### src/hw/rtl/erd_pkg.sv
package erd_pkg;

    localparam int PIX_W     = 8;
    localparam int OUT_COL_W = 11;
    localparam int OUT_ROW_W = 16;
    localparam int ROW_W     = 17;
    localparam int HALF_W    = 3;
    localparam int CFG_W     = 16;
    localparam int CFG_IDX_W = 3;
    localparam int WIDTH_W   = 12;
    localparam int OUT_DATA_W = 40;

    localparam logic [CFG_IDX_W-1:0] REG_WIDTH  = 3'd0;
    localparam logic [CFG_IDX_W-1:0] REG_HEIGHT = 3'd1;
    localparam logic [CFG_IDX_W-1:0] REG_HALF_W = 3'd2;
    localparam logic [CFG_IDX_W-1:0] REG_HALF_H = 3'd3;
    localparam logic [CFG_IDX_W-1:0] REG_DILATE = 3'd4;

    localparam logic OP_PIXEL = 1'b0;
    localparam logic OP_DRAIN = 1'b1;

    localparam logic [PIX_W-1:0] PIX_MAX = 8'd255;
    localparam logic [PIX_W-1:0] PIX_MIN = 8'd0;

    // Maximum when dilating, minimum when eroding.
    function automatic logic [PIX_W-1:0] pix_ext(input logic [PIX_W-1:0] a,
                                                 input logic [PIX_W-1:0] b,
                                                 input logic dilate);
        if (dilate)
        begin
            return (a > b) ? a : b;
        end
        return (a < b) ? a : b;
    endfunction

endpackage

### src/hw/rtl/erd_cell.sv
module erd_cell (
    input  logic                       clk,
    input  logic                       shift,
    input  logic                       dilate,
    input  logic [erd_pkg::PIX_W-1:0]  new_col,
    input  logic [erd_pkg::PIX_W-1:0]  nb_prefix,
    output logic [erd_pkg::PIX_W-1:0]  prefix
);
    import erd_pkg::*;

    logic [PIX_W-1:0] prefix_reg;
    logic [PIX_W-1:0] prefix_next;

    // Extreme over the newest column and everything the neighbor held.
    assign prefix_next = pix_ext(new_col, nb_prefix, dilate);

    always_ff @(posedge clk)
    begin
        if (shift)
        begin
            prefix_reg <= prefix_next;
        end
    end

    assign prefix = prefix_reg;
endmodule

### config.mk
export PLATFORM = sky130hd
export DESIGN_NAME = erd_cell
export DESIGN_NICKNAME = d
export VERILOG_FILES = /design/src/hw/rtl/erd_pkg.sv /design/src/hw/rtl/erd_cell.sv
export SDC_FILE = /design/constraint.sdc
export NUM_CORES = 1
export LEC_CHECK = 0
export BUFFER_PORTS_ARGS = -buffer_cell sky130_fd_sc_hd__buf_2
export CAP_MARGIN = 15
export CORE_MARGIN = 3
export CORE_UTILIZATION = 25
export DETAILED_ROUTE_END_ITERATION = 8
export PLACE_DENSITY = 0.48
export REMOVE_ABC_BUFFERS = 1
export SLEW_MARGIN = 30
export SYNTH_ARGS = -nofsm -noshare
export SYNTH_HDL_FRONTEND = slang
export SYNTH_SLANG_ARGS = --single-unit
### constraint.sdc
create_clock -name clk -period 4.1 [get_ports clk]
set_input_delay 0.41 -clock clk [delete_from_list [all_inputs] [get_ports clk]]
set_output_delay 0.41 -clock clk [all_outputs]
set_load 0.05 [all_outputs]
== Word level (Yosys, flattened, before mapping) ==
Index checks and enable logic that the tools add are counted.
Operators by class
  muxes and demuxes: 5
  order comparisons: 2
Operators with widths (number)
  $mux W8: 4
  $gt A8 B8 Y1: 1
  $lt A8 B8 Y1: 1
  $mux W1: 1
Word-level totals
  output and inout bits: 8
  register bits: 8
  logic and storage cells: 8
  input bits: 19

== Depth between registers and ports, before layout ==
  depth in word-level cells: 4
  gate-level depth with buffers: 8

== Least setup slack after synthesis ==
No wires, ideal clock.
  path type: input to register
  start point: input port nb_prefix[7] (netlist bit)
  end point: register prefix_reg[0] (netlist: prefix[0]), data pin
  arrival time: 1.752 ns
  setup time: 0.260 ns
  stages on the path: 8
  setup slack: 2.088 ns
  data required time: 3.840 ns
  path buffers: 1
  cells stage by stage: inv_1 -> ha_1 -> a21oi_2 -> o21ai_1 -> or2_0 -> o211a_1 -> buf_6 -> mux2_4
Between the ends
  word-level cells in the longest chain between the ends: 4
Ends and longest elaborated chain
  start, declared: line erd_cell.sv:6  | input logic [erd_pkg::PIX_W-1:0] nb_prefix,
  $gt A8 B8 Y1: line erd_pkg.sv:31  | return (a > b) ? a : b;
  $mux W8: line erd_pkg.sv:31
  $mux W8: line erd_pkg.sv:29  | if (dilate)
  $mux W8 *: line erd_pkg.sv:33  | return (a < b) ? a : b;
  named net prefix_next[0]: line erd_cell.sv:12  | logic [PIX_W-1:0] prefix_next;
  end signal, assigned: line erd_cell.sv:21  | prefix_reg <= prefix_next;
  end, declared: line erd_cell.sv:11  | logic [PIX_W-1:0] prefix_reg;
Mark *: on every way through the listed nets, which the timed path passes. The rest lies on a longest branch. The select of a mux whose other input is x is not followed.
A chain may end at the register's enable or synchronous reset.

== Worst setup path in the final report ==
  start point: input port new_col[1] (netlist bit)
  end point: register prefix_reg[4] (netlist: prefix[4]), data pin
Between the ends
  word-level cells in the longest chain between the ends: 4
Ends and longest elaborated chain
  start, declared: line erd_cell.sv:5  | input logic [erd_pkg::PIX_W-1:0] new_col,
  $gt A8 B8 Y1: line erd_pkg.sv:31
  $mux W8: line erd_pkg.sv:31
  $mux W8: line erd_pkg.sv:29
  $mux W8 *: line erd_pkg.sv:33
  named net prefix_next[4]: line erd_cell.sv:12
Marked as above.

==> implementation parameters <==
Parameter                              Value

Yosys
  #FFs+latches synth    8
  Instance count of the mapped netlist    48
  Unique masters post-synth    16
  Cell area after technology mapping    604 um^2
  Sequential fraction of the synthesis area    39.8%
  Average footprint of a synthesized cell    12.6 um^2
  Synth warn    0

Floorplan
  Rows    17
  Core footprint    2250 um^2
  Number of placed I/O pins    27
  Die width    55.2 um
  Starting Density    26.8%
  Die Y    55.2 um
  Floorplan die area    3040 um^2

Status
  Result of the run    completed

Drt
  Final routed wirelength across all metal layers    1.03 mm
  Post-route ant nets    0
  Via count    447
  DRC errors left    0
  Router iterations before antenna repair    2
  Avg Vias per Cell    4.30
  Average wire per cell in the routed design    9.88 um
  Initial detailed-routing violation count    2

GRT
  Fraction of met2 tracks used by global routing    12.2%
  Number of antenna violations at the first check in global routing    0
  First-pass GRT wire length    1.65 mm
  Gr ovfl total    0
  Most used routing layer    met2
  Global-route usage over all layers    7.93%
  Vias in the first global route    409
  GR Util met3    1.07%
  Met1 Resource Use GR    8.94%
  Largest net degree at the start of global routing    9

Layout
  Sequential cell area    240 um^2
  Share of cells above drive strength 1    52.6%
  Most common cell after layout, fill and taps aside    sky130_fd_sc_hd__buf_2
  # diodes    0
  Number of flip-flops under the largest register name    8
  Net total in the final layout    105
  Leading cell types in the layout, fill and taps excluded    sky130_fd_sc_hd__buf_2 (26), sky130_fd_sc_hd__inv_1 (8), sky130_fd_sc_hd__mux2_4 (8), sky130_fd_sc_hd__ha_1 (8), sky130_fd_sc_hd__edfxtp_1 (8)
  Synthesis-to-layout area growth    29.2%
  Fill cell count    242
  Footprint of the multi-input gates    323 um^2
  Final std cell area, no fill    781 um^2

Place
  PortBufs    26
  Total placed instance area    758 um^2
  Routability Congestion    0.673

Power and ir drop
  Max IR drop VDD    135 uV
  Leak pwr    0.398 nW
  Cell area power density    332 nW/um^2

Clock network
  Count of hold buffers inserted by post-cts repair    0
  Clock tree root driver cell    sky130_fd_sc_hd__clkbuf_4
  Number of clock buffers inserted by TritonCTS    3
  Clock slew seen by the registers of the worst setup and hold paths    50 ps
  Maximum level of the CTS H-tree    1
  Sinks on the clock net    8
  Buffers from clock root to sink, at most    2
  Clock tree from TritonCTS    done
  Post-CTS resize count    0
  Setup Fix Bufs, Post-CTS    0

Hold path
  Path category of the worst min-delay check    in2reg
  Min-Delay Path Depth    2
  Hold wc startpoint    nb_prefix[7]
  Hold Path End    prefix[7]

Timing
  Number of failing hold endpoints at the final stage    0
  # setup viols final    0
  Setup TNS    0 ps
  Tightest Pin Transition    440 ps
  Max Freq    0.490 GHz
  Ratio of final minimum period to clock period    49.7%
  Relative max-transition margin    70.7%
  Setup repair after global routing missed its margin    no
  Final critical delay including setup and external delays    2040 ps
  Hold Slack    475 ps
  Pins over their slew limit    0

Critical path
  Kind of start point of the critical path    input port
  Capturing element type of the critical path    flip-flop
  Crit path arrival time    2040 ps
  Largest fanout on the critical path    8
  WP data required    4100 ps
  CP Class    in2reg

Flow run
  Max-cap viol count    0
==> worst max-delay path by stage <==
stage                       from   endpoint  slack [ps]  depth (start not counted)
global placement      new_col[1]  prefix[6]        1800                          7
detailed placement    new_col[1]  prefix[4]        1780                          7
floorplan           nb_prefix[1]  prefix[0]        2020                          7
global route        nb_prefix[7]  prefix[1]        1940                          7
CTS                 nb_prefix[1]  prefix[4]        2040                          8
finish                new_col[1]  prefix[4]        2060                          7
==> critical path: stages <==
cell and delay, ps:
sky130_fd_sc_hd__buf_2 110, sky130_fd_sc_hd__ha_1 290, sky130_fd_sc_hd__nor2b_2 160, sky130_fd_sc_hd__o211ai_2 150, sky130_fd_sc_hd__a211o_1 150, sky130_fd_sc_hd__o211a_1 430
sky130_fd_sc_hd__mux2_4 340
==> report_power, final <==
| part | switching [mW] | leakage [nW] | internal (mW) |
|---|---|---|---|
| registers | 0.00159 | 0.0783 | 0.102 |
| logic | 0.0595 | 0.305 | 0.0384 |
| clock network | 0.0245 | 0.0138 | 0.0333 |
| total | 0.0857 | 0.398 | 0.174 |
==> metrics by stage <==
step | util, % | total power [mW] | setup slack (ps) | instances
final | 34.6 | 0.259 | 2060 | 104
after global routing | 34.6 | 0.275 | 1940 | 104
after CTS | 34.6 | 0.266 | 2040 | 104
after detailed placement | 33.6 | 0.204 | 1780 | 101
after global placement | 33.6 | 0.204 | 1800 | 101
after floorplan | - | 0.179 | 2020 | 47
==> final cells by class <==
cell class / count / share of cell area (%)
clock buffer: 3 / 2.88
inverter: 8 / 3.85
multi-input combinational: 31 / 41.3
sequential: 8 / 30.8
tap: 28 / 4.49
timing repair buffer: 26 / 16.7
==> cells by family after synthesis <==
logic type      after synthesis  synth area share, %
compound gates                9                 11.2
buf+inv                       9                 6.83
mux                           8                 19.9
fa+ha+maj                     8                 16.6
flops                         8                 39.8
simple gates                  6                 5.80
==> Yosys cell counts <==
| cell type | n | share of area (%) |
|---|---|---|
| sky130_fd_sc_hd__nand4_1 | 2 | 2.1 |
| sky130_fd_sc_hd__ha_1 | 8 | 17 |
| sky130_fd_sc_hd__mux2_4 | 8 | 20 |
| sky130_fd_sc_hd__inv_1 | 8 | 5.0 |
| sky130_fd_sc_hd__a21oi_2 | 1 | 1.4 |
| sky130_fd_sc_hd__a21oi_1 | 3 | 2.5 |
| sky130_fd_sc_hd__nand2_1 | 2 | 1.2 |
| sky130_fd_sc_hd__or2_0 | 1 | 1.0 |
| sky130_fd_sc_hd__buf_6 | 1 | 1.9 |
| sky130_fd_sc_hd__a211o_1 | 1 | 1.4 |
| sky130_fd_sc_hd__o211ai_2 | 1 | 2.1 |
| sky130_fd_sc_hd__o211a_1 | 1 | 1.7 |
| sky130_fd_sc_hd__o21ai_1 | 1 | 0.83 |
| sky130_fd_sc_hd__edfxtp_1 | 8 | 40 |
| sky130_fd_sc_hd__o211ai_1 | 1 | 1.2 |
| sky130_fd_sc_hd__nor2b_2 | 1 | 1.4 |
==> routing by layer <==
| metal | up-vias | part of all wire [%] | routed length, um |
|---|---|---|---|
| met3 | 4 | 11 | 108 |
| met4 | 0 | 2.8 | 29 |
| met1 | 191 | 41 | 421 |
| met5 | - | 0 | 0 |
| li1 | 234 | - | - |
| met2 | 18 | 46 | 469 |
Power figures use the tool's default switching activity.
